## config.mk

```make
export PLATFORM = sky130hd
export DESIGN_NAME = escaped_line_utf16_to_utf8
export DESIGN_NICKNAME = d
export VERILOG_FILES = /design/src/rtl/etl_pkg.sv /design/src/rtl/escaped_line_utf16_to_utf8.sv /design/src/rtl/etl_decode.sv /design/src/rtl/etl_emit.sv
export SDC_FILE = /design/constraint.sdc
export NUM_CORES = 1
export LEC_CHECK = 0
export BUFFER_PORTS_ARGS = -buffer_cell sky130_fd_sc_hd__buf_2
export CORE_MARGIN = 2
export CORE_UTILIZATION = 50
export CTS_CLUSTER_DIAMETER = 150
export DETAILED_ROUTE_END_ITERATION = 8
export PLACE_DENSITY = 0.81
export SYNTH_ARGS = -nofsm -noshare
export SYNTH_HDL_FRONTEND = slang
export SYNTH_HIERARCHICAL = 1
export SYNTH_SLANG_ARGS = --single-unit
```

## constraint.sdc

```tcl
create_clock -name clk -period 8.6 [get_ports clk]
set_clock_uncertainty 0.1 [all_clocks]
set_input_delay 2.58 -clock clk [delete_from_list [all_inputs] [get_ports clk]]
set_output_delay 2.58 -clock clk [all_outputs]
set_load 0.005 [all_outputs]
```

## src/rtl/etl_pkg.sv

```systemverilog
// Shared types, character codes and the escape lookup for the escaped-line
// UTF-16 to UTF-8 transcoder. No dependencies.
package etl_pkg;

	// Result slots one text unit can produce (pending backslash + 3 UTF-8 bytes)
	localparam int unsigned MaxRes = 4;
	localparam int unsigned CntW = 3;

	// Character codes
	localparam logic [15:0] ChBslash = 16'h005C;
	localparam logic [15:0] ChCr     = 16'h000D;
	localparam logic [15:0] ChLf     = 16'h000A;
	localparam logic [15:0] ChNul    = 16'h0000;
	localparam logic [15:0] MaxAscii = 16'h007F;
	localparam logic [15:0] Max2Byte = 16'h07FF;
	localparam logic [7:0]  Lead2    = 8'hC0;
	localparam logic [7:0]  Lead3    = 8'hE0;
	localparam logic [7:0]  ContByte = 8'h80;

	// Input modes
	localparam logic ModeByte  = 1'b0;
	localparam logic ModeUtf16 = 1'b1;

	// One emitted result
	typedef struct packed {
		logic [7:0] data;
		logic       line_end;
		logic       text_end;
	} res_t;

	// Everything one unit produces, in emission order from slot 0
	typedef struct packed {
		res_t [MaxRes-1:0] res;
		logic [CntW-1:0]   count;
	} dec_t;

	// Escape lookup result
	typedef struct packed {
		logic       hit;
		logic [7:0] data;
	} esc_t;

	// C-style escape letters to control bytes; backslash and both quote characters map to themselves
	function automatic esc_t esc_lookup(input logic [15:0] u);
		esc_t e;
		e.hit = 1'b1;
		unique case (u)
			16'h0061: e.data = 8'h07;
			16'h0062: e.data = 8'h08;
			16'h0066: e.data = 8'h0C;
			16'h006E: e.data = 8'h0A;
			16'h0072: e.data = 8'h0D;
			16'h0074: e.data = 8'h09;
			16'h0076: e.data = 8'h0B;
			16'h005C: e.data = 8'h5C;
			16'h0027: e.data = 8'h27;
			16'h0022: e.data = 8'h22;
			default: begin
				e.hit = 1'b0;
				e.data = 8'h00;
			end
		endcase
		return e;
	endfunction

endpackage

```

## src/rtl/escaped_line_utf16_to_utf8.sv

```systemverilog
// Escaped-line UTF-16 to UTF-8 transcoder, top level.
// An input transfer passes the input register, then the result buffer, before its
// first result is shown. Throughput: one unit per cycle when each unit yields at
// most one result and m_tready is held high; a unit yielding several results
// holds the input until the single output port has drained them from the result
// buffer. Units yielding no result do not hold the input. Reset (arst_n low) clears
// escape/CR state, empties both stages and sets input_mode to 1 (UTF-16).
// Depends on etl_pkg, etl_decode, etl_emit.
module escaped_line_utf16_to_utf8 (
	input  logic        clk,
	input  logic        arst_n,
	input  logic        cfg_wen,
	input  logic        cfg_wdata,   // input_mode
	input  logic        s_tvalid,
	output logic        s_tready,
	input  logic [15:0] s_tdata,     // [15:0] code_unit
	output logic        m_tvalid,
	input  logic        m_tready,
	output logic [7:0]  m_tdata,     // [7:0] out_byte
	output logic [1:0]  m_tuser,     // [0] line_end, [1] text_end
	output logic        m_tlast
);

	logic          mode_q;
	logic          vld_s1;
	logic [15:0]   unit_s1;
	logic          can_load;
	logic          advance;
	etl_pkg::dec_t dec;

	// Mode register
	always_ff @(posedge clk or negedge arst_n) begin
		if (!arst_n) begin
			mode_q <= etl_pkg::ModeUtf16;
		end else if (cfg_wen) begin
			mode_q <= cfg_wdata;
		end
	end

	// Input stage moves on when the result buffer can take its results
	assign advance  = vld_s1 && can_load;
	assign s_tready = !vld_s1 || can_load;

	always_ff @(posedge clk or negedge arst_n) begin
		if (!arst_n) begin
			vld_s1 <= 1'b0;
		end else if (s_tready) begin
			vld_s1 <= s_tvalid;
		end
	end

	always_ff @(posedge clk) begin
		if (s_tvalid && s_tready) begin
			unit_s1 <= s_tdata;
		end
	end

	etl_decode u_decode (
		.clk     (clk),
		.arst_n  (arst_n),
		.mode    (mode_q),
		.unit    (unit_s1),
		.advance (advance),
		.dec     (dec)
	);

	etl_emit u_emit (
		.clk      (clk),
		.arst_n   (arst_n),
		.load     (advance),
		.dec      (dec),
		.can_load (can_load),
		.m_tvalid (m_tvalid),
		.m_tready (m_tready),
		.m_tdata  (m_tdata),
		.m_tuser  (m_tuser),
		.m_tlast  (m_tlast)
	);

endmodule

```

## src/rtl/etl_decode.sv

```systemverilog
// Unit decoder: escape, line-end and UTF-8 expansion of one text unit,
// plus the escape and CR state. Depends on etl_pkg.
module etl_decode (
	input  logic           clk,
	input  logic           arst_n,
	input  logic           mode,
	input  logic [15:0]    unit,
	input  logic           advance,
	output etl_pkg::dec_t  dec
);

	logic esc_pend_q;
	logic after_cr_q;
	logic esc_pend_nxt;
	logic after_cr_nxt;

	// Expand one unit into its results
	always_comb begin
		logic [15:0]              u;
		logic                     prev_cr;
		logic                     done;
		logic [etl_pkg::CntW-1:0] n;
		etl_pkg::esc_t            e;
		etl_pkg::res_t [etl_pkg::MaxRes-1:0] r;

		u = (mode == etl_pkg::ModeUtf16) ? unit : {8'h00, unit[7:0]};
		prev_cr = after_cr_q;
		done = 1'b0;
		n = '0;
		r = '0;
		e = etl_pkg::esc_lookup(u);
		esc_pend_nxt = 1'b0;
		after_cr_nxt = 1'b0;

		// Backslash waiting: known escape collapses, else a literal backslash
		if (esc_pend_q) begin
			prev_cr = 1'b0;
			if (e.hit) begin
				r[0] = '{data: e.data, line_end: 1'b0, text_end: 1'b0};
				done = 1'b1;
			end else begin
				r[0] = '{data: etl_pkg::ChBslash[7:0], line_end: 1'b0, text_end: 1'b0};
			end
			n = 3'd1;
		end

		if (!done) begin
			if (u == etl_pkg::ChBslash) begin
				esc_pend_nxt = 1'b1;
			end else if (u == etl_pkg::ChCr) begin
				r[n[1:0]] = '{data: 8'h00, line_end: 1'b1, text_end: 1'b0};
				n = n + 3'd1;
				after_cr_nxt = 1'b1;
			end else if (u == etl_pkg::ChLf) begin
				if (!prev_cr) begin
					r[n[1:0]] = '{data: 8'h00, line_end: 1'b1, text_end: 1'b0};
					n = n + 3'd1;
				end
			end else if (u == etl_pkg::ChNul) begin
				r[n[1:0]] = '{data: 8'h00, line_end: 1'b0, text_end: 1'b1};
				n = n + 3'd1;
			end else if (mode == etl_pkg::ModeByte || u <= etl_pkg::MaxAscii) begin
				r[n[1:0]] = '{data: u[7:0], line_end: 1'b0, text_end: 1'b0};
				n = n + 3'd1;
			end else if (u <= etl_pkg::Max2Byte) begin
				r[n[1:0]] = '{data: etl_pkg::Lead2 | {3'b000, u[10:6]},
					line_end: 1'b0, text_end: 1'b0};
				r[n[1:0] + 2'd1] = '{data: etl_pkg::ContByte | {2'b00, u[5:0]},
					line_end: 1'b0, text_end: 1'b0};
				n = n + 3'd2;
			end else begin
				r[n[1:0]] = '{data: etl_pkg::Lead3 | {4'b0000, u[15:12]},
					line_end: 1'b0, text_end: 1'b0};
				r[n[1:0] + 2'd1] = '{data: etl_pkg::ContByte | {2'b00, u[11:6]},
					line_end: 1'b0, text_end: 1'b0};
				r[n[1:0] + 2'd2] = '{data: etl_pkg::ContByte | {2'b00, u[5:0]},
					line_end: 1'b0, text_end: 1'b0};
				n = n + 3'd3;
			end
		end

		dec.res = r;
		dec.count = n;
	end

	// Escape / CR state, updated as the unit is consumed
	always_ff @(posedge clk or negedge arst_n) begin
		if (!arst_n) begin
			esc_pend_q <= 1'b0;
			after_cr_q <= 1'b0;
		end else if (advance) begin
			esc_pend_q <= esc_pend_nxt;
			after_cr_q <= after_cr_nxt;
		end
	end

endmodule

```

## src/rtl/etl_emit.sv

```systemverilog
// Result buffer: holds the results of one unit and sends them one per
// transfer on the master stream. Depends on etl_pkg.
module etl_emit (
	input  logic           clk,
	input  logic           arst_n,
	input  logic           load,
	input  etl_pkg::dec_t  dec,
	output logic           can_load,
	output logic           m_tvalid,
	input  logic           m_tready,
	output logic [7:0]     m_tdata,   // [7:0] out_byte
	output logic [1:0]     m_tuser,   // [0] line_end, [1] text_end
	output logic           m_tlast
);

	etl_pkg::res_t [etl_pkg::MaxRes-1:0] res_q;
	logic [etl_pkg::CntW-1:0] cnt_q;
	logic [1:0]               idx_q;
	logic                     is_last;
	logic                     take;

	assign m_tvalid = (cnt_q != '0);
	assign is_last  = ({1'b0, idx_q} == (cnt_q - 3'd1));
	assign take     = m_tvalid && m_tready;
	// Buffer can refill when empty or as its final result leaves
	assign can_load = !m_tvalid || (take && is_last);

	assign m_tdata  = res_q[idx_q].data;
	assign m_tuser  = {res_q[idx_q].text_end, res_q[idx_q].line_end};
	assign m_tlast  = is_last;

	// Result payload
	always_ff @(posedge clk) begin
		if (load) begin
			res_q <= dec.res;
		end
	end

	// Fill count and read index
	always_ff @(posedge clk or negedge arst_n) begin
		if (!arst_n) begin
			cnt_q <= '0;
			idx_q <= '0;
		end else if (load) begin
			cnt_q <= dec.count;
			idx_q <= '0;
		end else if (take) begin
			if (is_last) begin
				cnt_q <= '0;
				idx_q <= '0;
			end else begin
				idx_q <= idx_q + 2'd1;
			end
		end
	end

endmodule
```

# Word-level counts from Yosys, hierarchy flattened
# Index checks and enable logic that the tools add are counted.
dict set report classes {
  n_addsub 7
  muxes 50
  reduce_logical 19
  n_lt_le_gt_ge 9
  bitwise_logic 7
  eq_ne 13
}
# op count
set op_table {}
lappend op_table {{bitwise mux 40 bit} 6}
lappend op_table {{two-way mux 40 bit} 6}
lappend op_table {{== test 16 x 7 -> 1 bit (second input constant)} 8}
lappend op_table {{bitwise AND 9 x 36 -> 36 bit} 2}
lappend op_table {{inverter 36 bit} 2}
lappend op_table {{two-way mux 10 bit} 7}
lappend op_table {{one-hot mux 7 bit (10 select lines)} 1}
lappend op_table {{demux 10 bit (select 2 bit)} 3}
lappend op_table {{two-way mux 3 bit} 11}
lappend op_table {{== test 16 x 4 -> 1 bit (second input constant)} 2}
lappend op_table {{== test 16 x 6 -> 1 bit (second input constant)} 2}
lappend op_table {{binary-select mux 10 bit (select 2 bit)} 1}
lappend op_table {{<= comparator 16 x 11 -> 1 bit (second input constant)} 1}
lappend op_table {{<= comparator 16 x 7 -> 1 bit (second input constant)} 1}
lappend op_table {{zero test 16 bit} 1}
lappend op_table {{two-way mux 16 bit} 1}
lappend op_table {{two-way mux 1 bit} 10}
lappend op_table {{OR reduction 10 bit} 1}
lappend op_table {{less-than comparator 2 x 3 -> 1 bit (second input constant)} 3}
lappend op_table {{two-way mux 9 bit} 1}
lappend op_table {{bitwise OR 1 x 4 -> 4 bit} 2}
lappend op_table {{logical AND 1 bit} 7}
lappend op_table {{adder 1 x 2 -> 3 bit (second input constant)} 2}
lappend op_table {{two-way mux 2 bit} 3}
lappend op_table {{other kinds (15)} 21}
dict set report totals {
  word_cells 124
  output_inout_bits 13
  ff_bits 65
  in_bits 22
}

# Longest topological paths before layout
dict set report depth {
  depth_word 16
  ltp_mapped 12
  ltp_nobuf 10
}

# Modules after synthesis
# Netlist, hierarchy kept.
# mod seq_area_each_um2 n_inst area_per_inst_um2 cells_per_inst
set modules_own_cells {}
lappend modules_own_cells {etl_emit 1326.3 1 1779.2 87}
lappend modules_own_cells {etl_decode 50.0 1 1390.1 212}
lappend modules_own_cells {escaped_line_utf16_to_utf8 531.8 1 581.8 23}

# Worst setup path after synthesis
# No wires, ideal clock.
dict set report synth_path {
  path_kind {input to output}
  startpoint {input port m_tready}
  endpoint {output port s_tready}
  stages 3
  required_ns 5.920
  arrival_ns 2.933
  setup_slack_ns 2.987
  path_cell_list {inv_1 -> o21ai_0 -> nand2b_4}
}
dict set report synth_via {
  elab_chain_cells 4
}
# element line
set synth_lines {}
lappend synth_lines {{from (decl)} escaped_line_utf16_to_utf8.sv:18} ;# input logic m_tready,
lappend synth_lines {{logical AND 1 bit} etl_emit.sv:24} ;# assign take = m_tvalid && m_tready;
lappend synth_lines {{logical AND 1 bit} etl_emit.sv:26} ;# assign can_load = !m_tvalid || (take && is_last);
lappend synth_lines {{logical OR 1 bit} etl_emit.sv:26}
lappend synth_lines {{named net can_load} escaped_line_utf16_to_utf8.sv:27} ;# logic can_load;
lappend synth_lines {{logical OR 1 bit} escaped_line_utf16_to_utf8.sv:42} ;# assign s_tready = !vld_s1 || can_load;
lappend synth_lines {{to (decl)} escaped_line_utf16_to_utf8.sv:15} ;# output logic s_tready,
# The timed path passes the listed nets, and every way through them passes these cells.

# Final worst setup path
# Same ends and word-level chain as after synthesis.

==> results.md <==
- The run finished with clean final reports.
- The cell count of the worst hold path is 2.
- Setup repair after global routing left no endpoint under its margin.
- The number of buffers added by the clock tree synthesis step is 9.
- The largest net degree at the start of global routing is 52.
- Power spread over the standard cell area amounts to 305 nW/um^2.
- Yosys attributes the largest share of cell area to sky130_fd_sc_hd__edfxtp_1 (45%), sky130_fd_sc_hd__dfrtp_1 (5.3%), sky130_fd_sc_hd__mux4_2 (3.6%), sky130_fd_sc_hd__mux4_1 (2.8%), sky130_fd_sc_hd__a21oi_1 (2.5%).
- The total power draw is 1.26 mW.
- The wire length of the first global-routing pass is 12300 um.
- For this run, the top clock speed supported by timing is 166 MHz.
- The worst register-to-register path has a depth of 5.
- Routability-driven placement finished with a final weighted congestion of 0.910.
- The kind of end point of the critical path is a primary output.
- STA classifies the critical path startpoint as an input port.
- The final critical-path required period is 6.03 ns.
- The path category of the worst min-delay check is reg -> reg.
- After synthesis the netlist holds a flip-flop and latch count of 65.
- Using the TritonRoute via totals, the vias-per-cell ratio works out to 5.98.
- In this run the vertical extent of the chip is 90.6 um.
- The post-cts repair resize count is 0.
- The most used flip-flop cell after synthesis is sky130_fd_sc_hd__edfxtp_1.
- The effective utilization at floorplan is 51.7%.
- The number of global-route vias before repair is 2530.
- The number of antenna violations at the first check in global routing was 0.
- The maximum buffer depth of the clock tree is 2.
- For the final routed database, the setup TNS stands at 0 ns.
- Dividing the final minimum period by the clock period gives 70.1%.
- Headroom to the max-slew limit came out at 31.2%.
- The DRC marker count from the first detailed-route iteration is 403.
- After the last flow step, the layout net total stands at 371.
- 0 antenna diodes ended up in the layout.
- The Yosys warning count is 6.
- Across the VDD grid, the largest voltage drop is 0.235 mV.
- The critical path is of the in -> out type.
- The region available for standard cell placement spans 7250 um^2.
- The relative area change from synthesis to final layout is 9.64%.
- The clock net sink count is 65.
- The number of setup violations in the final report is 0.
- Each instance of the synthesized netlist takes up on average 11.6 um^2.
- The share of the synthesized area in the top cell type is 44.8%.
- The cell repeated most along the worst path is sky130_fd_sc_hd__buf_2.
- The final number of max-transition violations is 0.
- The count of buffers added on input and output ports is 34.
- Counting flops with a built-in enable in the synthesized netlist gives 56.
- In this run the cell area of the synthesized design comes to 3750 um^2.
- After clock tree synthesis, the clock-pin slew on the worst setup and hold paths is 0.07 ns.
- In this run the remaining antenna-violating nets after routing total 0.
- For this block, the via count after detailed routing is 2672.
- The floorplan has 31 rows.
- Of all flip-flops after synthesis, the portion carrying an async set or reset was 13.8%.
- Max-cap violations in this run came to 0.
- The leakage power is 1.54 nW.
- 35 I/O pins were placed.
- The largest driver fanout on the critical path is 3.
- For this run, the slowest stage of the critical path takes 0.32 ns.
- The remaining global-route overflow is 0.
- The H-tree depth reported by CTS is 3.
- Sequential elements use 50.9% of the synthesized area.
- The die area is 8210 um^2.
- The tightest hold path in the finished design has a slack of 0.438 ns.
- Data arrives at the worst endpoint at 3.35 ns.
- The detailed router put a total of 3390 um of wire on met1.
- The total count of hold-check failures in the final report came to 0.
- Measured along the x axis, the die boundary spans 90.6 um.
- TritonCTS built the clock tree.
- The routed design uses 3470 um of met2 wire.
- At the end of the flow the core is filled with cells to 56.7%.
- The post-CTS setup-driven buffer insertion count is 0.
- Cells with a size suffix above 1 make up 21.6% of the layout.
- The number of hold buffers added after CTS is 0.
- The HPWL reported at the end of detailed placement is 5100 um.
- The later-pin clock latency in the skew report is 0.34 ns.
- The slowest cell on the critical path is sky130_fd_sc_hd__o21ai_0.
- The critical path goes through buf_2 > inv_1 > o21ai_0 > nand2b_4 > buf_2.
- Dividing the detail-routed wire length by the instance count gives 16.7 um.
- Counting distinct cell types in the post-synthesis netlist gives 72.
- The post-synthesis cell type with the largest combined area is sky130_fd_sc_hd__edfxtp_1.
- Before antenna repair, the detailed router went through 5 iterations.
- Summed over all nets, wire length on met3 after detailed routing comes to 434 um.
- The total DRC errors in the routed layout is 0.
- The aggregate global-route resource usage is 19.2%.
- The highest routed metal layer is met4.
- The cell count after synthesis came out at 322.
- The transition time at the pin with the least slew margin is 1.03 ns.
- The data required time of the worst path is 5.92 ns.
- The clock root buffer master is sky130_fd_sc_hd__clkbuf_8.
- The routed design has 7460 um of wire.
-- power breakdown --
group / switching (mW) / total, mW / internal, mW
clock network: 0.109 / 0.264 / 0.154
logic: 0.210 / 0.392 / 0.183
registers: 0.0903 / 0.600 / 0.510
-- layout by cell type, fill, tap and decap left out, types with 10 or more instances in the layout --
cell / count
sky130_fd_sc_hd__edfxtp_1: 56
sky130_fd_sc_hd__buf_2: 34
sky130_fd_sc_hd__nand2_1: 19
sky130_fd_sc_hd__a21oi_1: 19
sky130_fd_sc_hd__o21ai_0: 17
sky130_fd_sc_hd__nor2_1: 16
sky130_fd_sc_hd__inv_1: 13
sky130_fd_sc_hd__clkbuf_8: 11
sky130_fd_sc_hd__nand2b_1: 10
-- area by class of cell --
cell class,instances,area [um^2]
Fill cell,605,3140
Sequential cell,65,1910
Multi-Input combinational cell,217,1620
Clock buffer,13,201
Timing Repair Buffer,36,185
Tap cell,99,124
Inverter,14,55.1
Clock inverter,3,17.5
-- stage by stage --
step / setup WS [ns] / std cells / area, um^2
after detailed placement: 2.56 / 431 / 3890
final: 2.57 / 447 / 4110
after CTS: 2.54 / 447 / 4110
after global routing: 2.48 / 447 / 4110
after floorplan: 2.99 / 327 / 3770
after global placement: 2.54 / 431 / 3890
-- critical path, delay by kind of cell --
kind | cells | cell delay, ns
buf+inv | 3 | 0.24
compound gates | 1 | 0.32
simple gates | 1 | 0.21
-- cells by family after synthesis --
group | after synthesis | share of synthesized area, %
AO/OA/AOI/OAI | 79 | 14.5
AND/OR/NAND/NOR | 102 | 15.9
buffers and inverters | 45 | 6.44
flip-flops | 65 | 50.9
XOR/XNOR | 5 | 1.17
multiplexers | 19 | 9.01
adder cells (fa/ha/maj) | 6 | 2.00
other | 1 | 0.100
-- cells in the mapped netlist (all sizes together) (7+ instances only) --
master / number
edfxtp: 56
a21oi: 20
nand2: 20
buf: 18
o21ai: 17
nor2: 16
inv: 14
clkbuf: 13
nand2b: 12
mux4: 10
nand3: 9
dfrtp: 8
nor3: 8
and3: 7
o31ai: 7
-- routing by layer --
metal	track usage (%)	vias up
met3	3.34	17
met2	29.1	107
li1	-	1265
met4	9.62	0
met1	26.7	1283
met5	0	-
-- final timing paths --
path | slack (ns) | end | start
worst max-delay path | 2.57 | s_tready | m_tready
worst min-delay path | 0.44 | vld_s1 | vld_s1
worst max register to register | 5.54 | u_emit/res_q[6] | unit_s1[11]
worst min register to register | 0.44 | vld_s1 | vld_s1
max in group asynchronous | 6.14 | mode_q | arst_n
min in group asynchronous | 1.99 | u_emit/idx_q[0] | arst_n
-- registers in the layout, summed over array words and instances, names as in the netlist --
register / cells
u_decode/after_cr_q: 1
u_emit/idx_q: 2
vld_s1: 1
u_decode/esc_pend_q: 1
u_emit/cnt_q: 3
mode_q: 1
unit_s1: 16
u_emit/res_q: 40
Note: power is estimated with default switching activity, not from simulation.
